--- src/rtl/tvenv_pkg.sv ---
// Shared types, constants and lookup tables for the three-voice envelope block.
`default_nettype none
package tvenv_pkg;

    // Fixed-point layout of the envelope levels (unsigned 4.24).
    localparam int NUM_VOICES      = 3;
    localparam int LEVEL_FRAC_BITS = 24;
    localparam int LEVEL_W         = 28;
    localparam int STEP_W          = 25;
    localparam int CPS_W           = 24;
    localparam int ADDR_W          = 5;
    localparam int DATA_W          = 8;
    localparam int VIDX_W          = 2;
    localparam int RECIP_W         = 30;
    localparam int SHIFT_W         = 6;

    localparam logic [CPS_W-1:0] CPS_RESET = CPS_W'(1464161);

    // Full scale is 15.0; the release floor stands for 0.1.
    localparam logic [LEVEL_W-1:0] LEVEL_MAX   = LEVEL_W'(15) << LEVEL_FRAC_BITS;
    localparam logic [LEVEL_W-1:0] LEVEL_FLOOR =
        LEVEL_W'((64'd1 << LEVEL_FRAC_BITS) / 64'd10);

    // Register offsets within one voice's block of seven.
    localparam logic [2:0] OFF_CTRL = 3'd4;
    localparam logic [2:0] OFF_AD   = 3'd5;
    localparam logic [2:0] OFF_SR   = 3'd6;
    localparam logic [ADDR_W-1:0] REGS_PER_VOICE = ADDR_W'(7);
    localparam logic [ADDR_W-1:0] REG_LIMIT      = ADDR_W'(21);

    // Input word kinds.
    localparam logic KIND_WRITE = 1'b0;
    localparam logic KIND_TICK  = 1'b1;

    // Envelope phases.
    typedef enum logic [1:0] {
        PH_ATTACK  = 2'd0,
        PH_DECAY   = 2'd1,
        PH_SUSTAIN = 2'd2,
        PH_RELEASE = 2'd3
    } t_phase;

    // Per-voice command derived from one input word.
    typedef struct packed {
        logic              tick;
        logic              ctrl_we;
        logic              ad_we;
        logic              sr_we;
        logic [DATA_W-1:0] value;
    } t_voice_cmd;

    // Decoded register address.
    typedef struct packed {
        logic              hit;
        logic [VIDX_W-1:0] voice;
        logic [2:0]        off;
    } t_reg_dec;

    // Step size for rate nibble n is floor(16 * cps / period[n]). It is formed as
    // (cps * recip[n]) >> shift[n] with recip[n] = ceil(2^(28+l) / period[n]) and
    // l = ceil(log2(period[n])), which is exact for every 24-bit cps.
    localparam logic [RECIP_W-1:0] RATE_RECIP [16] = '{
        RECIP_W'(((64'd1 << 32) + 64'd8) / 64'd9),
        RECIP_W'(((64'd1 << 33) + 64'd31) / 64'd32),
        RECIP_W'(((64'd1 << 34) + 64'd62) / 64'd63),
        RECIP_W'(((64'd1 << 35) + 64'd94) / 64'd95),
        RECIP_W'(((64'd1 << 36) + 64'd148) / 64'd149),
        RECIP_W'(((64'd1 << 36) + 64'd219) / 64'd220),
        RECIP_W'(((64'd1 << 37) + 64'd266) / 64'd267),
        RECIP_W'(((64'd1 << 37) + 64'd312) / 64'd313),
        RECIP_W'(((64'd1 << 37) + 64'd391) / 64'd392),
        RECIP_W'(((64'd1 << 38) + 64'd976) / 64'd977),
        RECIP_W'(((64'd1 << 39) + 64'd1953) / 64'd1954),
        RECIP_W'(((64'd1 << 40) + 64'd3125) / 64'd3126),
        RECIP_W'(((64'd1 << 40) + 64'd3906) / 64'd3907),
        RECIP_W'(((64'd1 << 42) + 64'd11719) / 64'd11720),
        RECIP_W'(((64'd1 << 43) + 64'd19531) / 64'd19532),
        RECIP_W'(((64'd1 << 43) + 64'd31250) / 64'd31251)
    };

    localparam logic [SHIFT_W-1:0] RATE_SHIFT [16] = '{
        SHIFT_W'(28), SHIFT_W'(29), SHIFT_W'(30), SHIFT_W'(31),
        SHIFT_W'(32), SHIFT_W'(32), SHIFT_W'(33), SHIFT_W'(33),
        SHIFT_W'(33), SHIFT_W'(34), SHIFT_W'(35), SHIFT_W'(36),
        SHIFT_W'(36), SHIFT_W'(38), SHIFT_W'(39), SHIFT_W'(39)
    };

    // Split a register address into voice and offset.
    function automatic t_reg_dec decode_reg(input logic [ADDR_W-1:0] addr);
        t_reg_dec d;
        d.hit = (addr < REG_LIMIT);
        if (addr >= (REGS_PER_VOICE + REGS_PER_VOICE)) begin
            d.voice = VIDX_W'(2);
            d.off   = 3'(addr - (REGS_PER_VOICE + REGS_PER_VOICE));
        end else if (addr >= REGS_PER_VOICE) begin
            d.voice = VIDX_W'(1);
            d.off   = 3'(addr - REGS_PER_VOICE);
        end else begin
            d.voice = VIDX_W'(0);
            d.off   = 3'(addr);
        end
        return d;
    endfunction

endpackage
`default_nettype wire

--- src/rtl/tvenv_if.sv ---
// Valid/ready channel interfaces for the input words and the result words.
`default_nettype none
interface tvenv_in_if;
    logic                           valid;
    logic                           ready;
    logic                           kind;
    logic [tvenv_pkg::ADDR_W-1:0]   reg_address;
    logic [tvenv_pkg::DATA_W-1:0]   write_value;

    modport source (output valid, output kind, output reg_address, output write_value,
                    input ready);
    modport sink   (input valid, input kind, input reg_address, input write_value,
                    output ready);
endinterface

interface tvenv_out_if;
    logic                           valid;
    logic                           ready;
    logic [tvenv_pkg::LEVEL_W-1:0]  level_voice0;
    logic [tvenv_pkg::LEVEL_W-1:0]  level_voice1;
    logic [tvenv_pkg::LEVEL_W-1:0]  level_voice2;
    logic [1:0]                     phase_voice0;
    logic [1:0]                     phase_voice1;
    logic [1:0]                     phase_voice2;

    modport source (output valid, output level_voice0, output level_voice1,
                    output level_voice2, output phase_voice0, output phase_voice1,
                    output phase_voice2, input ready);
    modport sink   (input valid, input level_voice0, input level_voice1,
                    input level_voice2, input phase_voice0, input phase_voice1,
                    input phase_voice2, output ready);
endinterface
`default_nettype wire

--- src/rtl/three_voice_adsr_envelope.sv ---
// Top level of the three-voice envelope block: input register, decode and voices.
`default_nettype none
// Three-voice ADSR envelope generator. Each input word is a register write or one
// sample tick, and each accepted word gives exactly one result word with the three
// levels (unsigned 4.24) and phases as they stand after that word. The block takes
// one word per cycle while result words are taken as they are offered. An accepted
// word goes into the input register; when the result slot is free or being emptied
// it moves into the voice registers, which then offer its result word and hold it
// until it is taken. Step sizes are computed from the chip-cycles-per-sample
// register when the attack/decay or sustain/release register is written, by two
// shared reciprocal multipliers; a later change of that register leaves latched
// steps alone. The chip-cycles-per-sample register is written with i_cfg_we and
// takes effect at the next edge.
module three_voice_adsr_envelope (
    input  wire logic                        i_clk,
    input  wire logic                        i_rst_n,
    input  wire logic                        i_cfg_we,
    input  wire logic [tvenv_pkg::CPS_W-1:0] i_cfg_wdata,
    tvenv_in_if.sink                         i_item,
    tvenv_out_if.source                      o_result
);
    import tvenv_pkg::*;

    logic                r_in_valid;
    logic                r_kind;
    logic [ADDR_W-1:0]   r_addr;
    logic [DATA_W-1:0]   r_value;
    logic                r_out_valid;
    logic [CPS_W-1:0]    r_cps;

    logic                advance;
    logic                in_ready;
    t_reg_dec            dec;
    logic [STEP_W-1:0]   step_hi;
    logic [STEP_W-1:0]   step_lo;
    t_voice_cmd          cmd [NUM_VOICES];
    logic [LEVEL_W-1:0]  level [NUM_VOICES];
    logic [1:0]          phase [NUM_VOICES];

    // Handshake: a word moves on when the result slot is free or being emptied.
    assign advance  = r_in_valid && (!r_out_valid || o_result.ready);
    assign in_ready = !r_in_valid || advance;
    assign i_item.ready = in_ready;

    // Input register.
    always_ff @(posedge i_clk) begin
        if (!i_rst_n) begin
            r_in_valid <= 1'b0;
        end else if (i_item.valid && in_ready) begin
            r_in_valid <= 1'b1;
        end else if (advance) begin
            r_in_valid <= 1'b0;
        end
        if (i_item.valid && in_ready) begin
            r_kind  <= i_item.kind;
            r_addr  <= i_item.reg_address;
            r_value <= i_item.write_value;
        end
    end

    // Result valid flag; the payload lives in the voice registers.
    always_ff @(posedge i_clk) begin
        if (!i_rst_n) begin
            r_out_valid <= 1'b0;
        end else if (advance) begin
            r_out_valid <= 1'b1;
        end else if (o_result.ready) begin
            r_out_valid <= 1'b0;
        end
    end

    // Clock cycles per sample register.
    always_ff @(posedge i_clk) begin
        if (!i_rst_n) begin
            r_cps <= CPS_RESET;
        end else if (i_cfg_we) begin
            r_cps <= i_cfg_wdata;
        end
    end

    // Step sizes from the high and low nibbles of the written byte.
    tvenv_step u_step_hi (
        .i_cps    (r_cps),
        .i_nibble (r_value[DATA_W-1:4]),
        .o_step   (step_hi)
    );

    tvenv_step u_step_lo (
        .i_cps    (r_cps),
        .i_nibble (r_value[3:0]),
        .o_step   (step_lo)
    );

    // Address decode into one command per voice.
    assign dec = decode_reg(r_addr);

    for (genvar v = 0; v < NUM_VOICES; v++) begin : g_voice
        logic sel;

        assign sel = (r_kind == KIND_WRITE) && dec.hit && (dec.voice == VIDX_W'(v));

        always_comb begin
            cmd[v].tick    = (r_kind == KIND_TICK);
            cmd[v].ctrl_we = sel && (dec.off == OFF_CTRL);
            cmd[v].ad_we   = sel && (dec.off == OFF_AD);
            cmd[v].sr_we   = sel && (dec.off == OFF_SR);
            cmd[v].value   = r_value;
        end

        tvenv_voice u_voice (
            .i_clk     (i_clk),
            .i_rst_n   (i_rst_n),
            .i_en      (advance),
            .i_cmd     (cmd[v]),
            .i_step_hi (step_hi),
            .i_step_lo (step_lo),
            .o_level   (level[v]),
            .o_phase   (phase[v])
        );
    end

    // Result word.
    assign o_result.valid        = r_out_valid;
    assign o_result.level_voice0 = level[0];
    assign o_result.level_voice1 = level[1];
    assign o_result.level_voice2 = level[2];
    assign o_result.phase_voice0 = phase[0];
    assign o_result.phase_voice1 = phase[1];
    assign o_result.phase_voice2 = phase[2];

endmodule
`default_nettype wire

--- src/rtl/tvenv_step.sv ---
// Rate nibble to step size conversion by reciprocal multiplication.
`default_nettype none
module tvenv_step (
    input  wire logic [tvenv_pkg::CPS_W-1:0]  i_cps,
    input  wire logic [3:0]                   i_nibble,
    output logic      [tvenv_pkg::STEP_W-1:0] o_step
);
    import tvenv_pkg::*;

    localparam int PROD_W = CPS_W + RECIP_W;

    logic [PROD_W-1:0] prod;

    // One multiply by the period's reciprocal, then the fixed shift for that period.
    always_comb begin
        prod   = PROD_W'(i_cps) * PROD_W'(RATE_RECIP[i_nibble]);
        o_step = STEP_W'(prod >> RATE_SHIFT[i_nibble]);
    end

endmodule
`default_nettype wire

--- src/rtl/tvenv_voice.sv ---
// One envelope voice: its registers, gate handling and per-tick phase update.
`default_nettype none
module tvenv_voice (
    input  wire logic                          i_clk,
    input  wire logic                          i_rst_n,
    input  wire logic                          i_en,
    input  wire tvenv_pkg::t_voice_cmd         i_cmd,
    input  wire logic [tvenv_pkg::STEP_W-1:0]  i_step_hi,
    input  wire logic [tvenv_pkg::STEP_W-1:0]  i_step_lo,
    output logic      [tvenv_pkg::LEVEL_W-1:0] o_level,
    output logic      [1:0]                    o_phase
);
    import tvenv_pkg::*;

    localparam int WIDE_W = LEVEL_W + 1;

    t_phase              r_phase, n_phase;
    logic [LEVEL_W-1:0]  r_level, n_level;
    logic                r_gate, n_gate;
    logic [STEP_W-1:0]   r_attack_step, n_attack_step;
    logic [STEP_W-1:0]   r_decay_step, n_decay_step;
    logic [STEP_W-1:0]   r_release_step, n_release_step;
    logic [3:0]          r_sustain, n_sustain;

    logic [LEVEL_W-1:0]  sus;
    logic [WIDE_W-1:0]   att_sum;
    logic [WIDE_W-1:0]   dec_limit;
    logic [WIDE_W-1:0]   rel_diff;

    // Next state for a tick or a register write.
    always_comb begin
        n_phase        = r_phase;
        n_level        = r_level;
        n_gate         = r_gate;
        n_attack_step  = r_attack_step;
        n_decay_step   = r_decay_step;
        n_release_step = r_release_step;
        n_sustain      = r_sustain;

        sus       = LEVEL_W'(r_sustain) << LEVEL_FRAC_BITS;
        att_sum   = WIDE_W'(r_level) + WIDE_W'(r_attack_step);
        dec_limit = WIDE_W'(sus) + WIDE_W'(r_decay_step);
        rel_diff  = WIDE_W'(r_level) - WIDE_W'(r_release_step);

        if (i_cmd.tick) begin
            unique case (r_phase)
                PH_ATTACK: begin
                    // Clamp at full scale and fall into decay.
                    if (att_sum >= WIDE_W'(LEVEL_MAX)) begin
                        n_level = LEVEL_MAX;
                        n_phase = PH_DECAY;
                    end else begin
                        n_level = LEVEL_W'(att_sum);
                    end
                end
                PH_DECAY: begin
                    // Land exactly on the sustain level instead of undershooting it.
                    if (WIDE_W'(r_level) <= dec_limit) begin
                        n_level = sus;
                        n_phase = PH_SUSTAIN;
                    end else begin
                        n_level = r_level - LEVEL_W'(r_decay_step);
                    end
                end
                PH_SUSTAIN: begin
                    // A changed sustain level sends the voice back to decay.
                    if (r_level != sus) begin
                        n_phase = PH_DECAY;
                    end
                end
                PH_RELEASE: begin
                    // Release never goes below the floor.
                    if ((WIDE_W'(r_level) < WIDE_W'(r_release_step)) ||
                        (rel_diff < WIDE_W'(LEVEL_FLOOR))) begin
                        n_level = LEVEL_FLOOR;
                    end else begin
                        n_level = LEVEL_W'(rel_diff);
                    end
                end
            endcase
        end else if (i_cmd.ctrl_we) begin
            // Only a change of the gate bit moves the phase.
            n_gate = i_cmd.value[0];
            if (i_cmd.value[0] != r_gate) begin
                n_phase = i_cmd.value[0] ? PH_ATTACK : PH_RELEASE;
            end
        end else if (i_cmd.ad_we) begin
            n_attack_step = i_step_hi;
            n_decay_step  = i_step_lo;
        end else if (i_cmd.sr_we) begin
            n_sustain      = i_cmd.value[DATA_W-1:4];
            n_release_step = i_step_lo;
        end
    end

    // Voice state, which also serves as this voice's part of the result word.
    always_ff @(posedge i_clk) begin
        if (!i_rst_n) begin
            r_phase        <= PH_ATTACK;
            r_level        <= '0;
            r_gate         <= 1'b0;
            r_attack_step  <= '0;
            r_decay_step   <= '0;
            r_release_step <= '0;
            r_sustain      <= '0;
        end else if (i_en) begin
            r_phase        <= n_phase;
            r_level        <= n_level;
            r_gate         <= n_gate;
            r_attack_step  <= n_attack_step;
            r_decay_step   <= n_decay_step;
            r_release_step <= n_release_step;
            r_sustain      <= n_sustain;
        end
    end

    assign o_level = r_level;
    assign o_phase = r_phase;

endmodule
`default_nettype wire

--- src/flat_wrapper.sv ---
// flat-port wrapper written by rule: the top's interface ports become plain ports
module three_voice_adsr_envelope_flat import tvenv_pkg::*;
  (i_clk, i_rst_n, i_cfg_we, i_cfg_wdata, i_item_valid, i_item_kind, i_item_reg_address, i_item_write_value, i_item_ready, o_result_valid, o_result_level_voice0, o_result_level_voice1, o_result_level_voice2, o_result_phase_voice0, o_result_phase_voice1, o_result_phase_voice2, o_result_ready);
  tvenv_in_if i_item_i ();
  tvenv_out_if o_result_i ();
  input  wire logic i_clk;
  input  wire logic i_rst_n;
  input  wire logic i_cfg_we;
  input  wire logic [tvenv_pkg::CPS_W-1:0] i_cfg_wdata;
  input wire logic [$bits(i_item_i.valid)-1:0] i_item_valid;
  input wire logic [$bits(i_item_i.kind)-1:0] i_item_kind;
  input wire logic [$bits(i_item_i.reg_address)-1:0] i_item_reg_address;
  input wire logic [$bits(i_item_i.write_value)-1:0] i_item_write_value;
  output wire logic [$bits(i_item_i.ready)-1:0] i_item_ready;
  output wire logic [$bits(o_result_i.valid)-1:0] o_result_valid;
  output wire logic [$bits(o_result_i.level_voice0)-1:0] o_result_level_voice0;
  output wire logic [$bits(o_result_i.level_voice1)-1:0] o_result_level_voice1;
  output wire logic [$bits(o_result_i.level_voice2)-1:0] o_result_level_voice2;
  output wire logic [$bits(o_result_i.phase_voice0)-1:0] o_result_phase_voice0;
  output wire logic [$bits(o_result_i.phase_voice1)-1:0] o_result_phase_voice1;
  output wire logic [$bits(o_result_i.phase_voice2)-1:0] o_result_phase_voice2;
  input wire logic [$bits(o_result_i.ready)-1:0] o_result_ready;
  assign i_item_i.valid = i_item_valid;
  assign i_item_i.kind = i_item_kind;
  assign i_item_i.reg_address = i_item_reg_address;
  assign i_item_i.write_value = i_item_write_value;
  assign i_item_ready = i_item_i.ready;
  assign o_result_valid = o_result_i.valid;
  assign o_result_level_voice0 = o_result_i.level_voice0;
  assign o_result_level_voice1 = o_result_i.level_voice1;
  assign o_result_level_voice2 = o_result_i.level_voice2;
  assign o_result_phase_voice0 = o_result_i.phase_voice0;
  assign o_result_phase_voice1 = o_result_i.phase_voice1;
  assign o_result_phase_voice2 = o_result_i.phase_voice2;
  assign o_result_i.ready = o_result_ready;
  three_voice_adsr_envelope u_core (.i_clk(i_clk), .i_rst_n(i_rst_n), .i_cfg_we(i_cfg_we), .i_cfg_wdata(i_cfg_wdata), .i_item(i_item_i), .o_result(o_result_i));
endmodule
--- config.mk ---
export PLATFORM = sky130hd
export DESIGN_NAME = three_voice_adsr_envelope_flat
export DESIGN_NICKNAME = d
export VERILOG_FILES = /design/src/rtl/tvenv_pkg.sv /design/src/rtl/tvenv_if.sv /design/src/rtl/three_voice_adsr_envelope.sv /design/src/rtl/tvenv_step.sv /design/src/rtl/tvenv_voice.sv /design/src/flat_wrapper.sv
export SDC_FILE = /design/constraint.sdc
export NUM_CORES = 2
export LEC_CHECK = 0
export CAP_MARGIN = 30
export CORE_ASPECT_RATIO = 1.5
export CORE_MARGIN = 1.5
export CORE_UTILIZATION = 60
export DETAILED_ROUTE_END_ITERATION = 7
export DONT_BUFFER_PORTS = 1
export PLACE_DENSITY = 0.85
export SLEW_MARGIN = 40
export SYNTH_ARGS = -nofsm -noshare
export SYNTH_HDL_FRONTEND = slang
export SYNTH_SLANG_ARGS = --single-unit
--- constraint.sdc ---
create_clock -name i_clk -period 15.4 [get_ports i_clk]
set_input_delay 1.54 -clock i_clk [delete_from_list [all_inputs] [get_ports i_clk]]
set_output_delay 1.54 -clock i_clk [all_outputs]
set_load 0.03 [all_outputs]
==> results.yml <==
placed_design:
  place_area_um2: 78400
  place_hpwl_mm: 225
  io_buffers: 0
  globalplace.congestion: 1.06
timing:
  slew_viol_final: 0
  slew_headroom_pct: 30.9
  max_freq_mhz: 91.6
  tns_ps: 0
  worst_slew_pin_slew_ps: 1040
  finalHoldViolCount: 0
  fin_skew_ps: 32.8
  period_needed_ps: 10920
  rsz0062_at_grt: "no"
  fin_crit_sh_pct: 70.9
  setup_viol: 0
floorplanning:
  initial_core_util_pct: 60.5
  dieArea_um2: 130000
  ios: 135
  die_y_um: 441
  die_x_um: 295
  rows: 160
  core_um2: 127000
run_status:
  violations: "DRC"
  status: "finished, violations left"
setup_path:
  crit_top_cell: "fa_1"
  worstPathRequired_ps: 15910
  crit_start: "u_core.r_value[5]"
  crit_fanout: 16
  arrival_ps: 11430
  cp_slowest_cell: "edfxtp_1"
  startpoint_type: "flip-flop"
  reg2reg_from: "u_core.r_value[5]"
  crit_path_max_incr_delay_ps: 980
  cp-end-kind: "flip-flop"
  worstSetupPathType: "flip-flop to flip-flop"
cts:
  cts_setup_buffers: 0
  worstSkewPairLatency_ps: 660
  cts.repair.resized: 0
  ctsHtreeMaxLevel: 2
  cts_tree: "built"
  clk_pin_slew_ps: 70
  ctsHoldBuffers: 0
  clock_sinks: 370
  clockBufferDepth: 3
  numCtsBuffers: 42
  root_buffer: "clkbuf_16"
drt:
  wl_met1_mm: 93.0
  top_layer: "met5"
  met2WireLength_mm: 133
  avgRoutedWirePerCell_um: 27.2
  remaining_drc_errors: 4
  vias_per_cell: 6.65
  drt-initial-drc-count: 7104
  vias: 71048
  drt-pass1-iter-count: 8
  met3_length_mm: 29.6
  drtAntennaViolNets: 0
  wl_mm: 291
finish:
  drive_gt1_share_pct: 4.64
  area_delta_synth_final_pct: 4.34
  fin_nets: 10812
  final_cell_area_um2: 80000
logic_synthesis:
  yosysTopAreaCellShare_pct: 31.2
  syn_area_um2: 76700
  yosysSeqAreaShare_pct: 9.84
  synth_nets: 11126
  avgSynthCellArea_um2: 8.28
  yosysUniqueCellTypes: 120
  synth_flop_cell: "dfxtp_1"
  synth_commonest_cells: "1357 x inv_1, 1195 x fa_1, 976 x nand2_1"
  synth_enable_flop_cells: 14
  yosys.area.top_type: "fa_1"
  yosysMostFrequentCell: "inv_1"
  synth_warnings: 0
  synthTopCellsByArea: "fa_1 31%, ha_1 10%, dfxtp_1 9.3%, inv_1 6.6%, and2_1 5.0%"
  synth_seq_cells: 370
  async_flop_share_pct: 0
  synthCells: 9259
grt:
  overflow: 0
  grt_usage_pct: 44.8
  grt_pass1_vias: 74124
  grt_max_degree: 287
  antenna_found_initial: 16
  grt_pass1_wl_mm: 437
worst_hold_path:
  min-delay-path-class: "flip-flop to flip-flop"
  holdCritStartpoint: "u_core.g_voice[2].u_voice.r_decay_step[22]"
flow_run:
  max-cap-violations: 0
routing by layer:
layer / vias up / GRT usage [%]
li1: 30092 / -
met1: 34497 / 47.6
met2: 4677 / 72.4
met3: 1766 / 10.3
met4: 16 / 44.2
met5: - / 0
cells by family after synthesis:
logic type,Yosys count,synth area share (%)
mux,76,1.07
compound gates,2024,17.3
fa+ha+maj,1824,41.5
flops,370,9.84
simple gates,2829,18.1
xor+xnor,253,2.90
buf+inv,1883,9.27
state kept, by name, indices dropped and copies added (netlist names), 6 cells and up:
register                               cells
u_core.g_voice.u_voice.r_decay_step       75
u_core.g_voice.u_voice.r_sustain          12
u_core.g_voice.u_voice.o_phase             6
u_core.r_cps                              24
u_core.g_voice.u_voice.r_attack_step      75
u_core.g_voice.u_voice.o_level            84
u_core.g_voice.u_voice.r_release_step     75
u_core.r_value                             8
through the flow:
stage | setup slack [ps] | std cells | utilization [%] | hold WS [ps]
after global routing | 4110 | 10683 | 63.1 | 481
after global placement | 4630 | 10594 | 61.7 | 442
after floorplan | 6530 | 9259 | - | 432
after CTS | 4600 | 10677 | 63.1 | 456
final | 4480 | 10689 | 63.2 | 454
after detailed placement | 4660 | 10600 | 61.9 | 447
layout by cell type, fill, tap and decap left out, types with 70 or more instances in the layout:
cell type     n
xnor2_1     168
fa_1       1195
and2_1      616
nand3_1     252
a21oi_1     546
a31oi_1      71
inv_1      1356
ha_1        629
nand2_1     970
nor3_1      141
and3_1      109
dfxtp_1     335
a211oi_1     91
o31ai_1     102
o211ai_1     70
a21o_1      171
nor2_1      394
o21ai_0     409
xor2_1       84
nand4_1      80
buf_4       152
worst max-delay path, delay by kind of cell (launching register included):
kind,cells,cell delay (ps)
adder cells (fa/ha/maj),9,4160
AO/OA/AOI/OAI,10,3550
AND/OR/NAND/NOR,2,1100
flip-flops,1,980
multiplexers,2,500
buffers and inverters,5,480
path summary, 6_finish.rpt:
kind | slack, ps | depth (start not counted) | to
hold reg to reg | 450 | 2 | u_core.g_voice[2].u_voice.r_decay_step[22]
hold / removal | 450 | 2 | u_core.g_voice[2].u_voice.r_decay_step[22]
setup reg to reg | 4480 | 28 | u_core.g_voice[0].u_voice.r_attack_step[3]
setup / recovery | 4480 | 28 | u_core.g_voice[0].u_voice.r_attack_step[3]
layout make-up:
cell class	instances	area (µm²)
Antenna cell	10	25.0
Clock buffer	53	1170
Clock inverter	24	339
Fill cell	10821	46700
Inverter	1365	5120
Multi-Input combinational cell	7006	62400
Sequential cell	370	7570
Tap cell	1701	2130
Timing Repair Buffer	160	1290
Power is not shown: default switching activity piles up to over one toggle a cycle in this logic, so the estimate is an artifact.
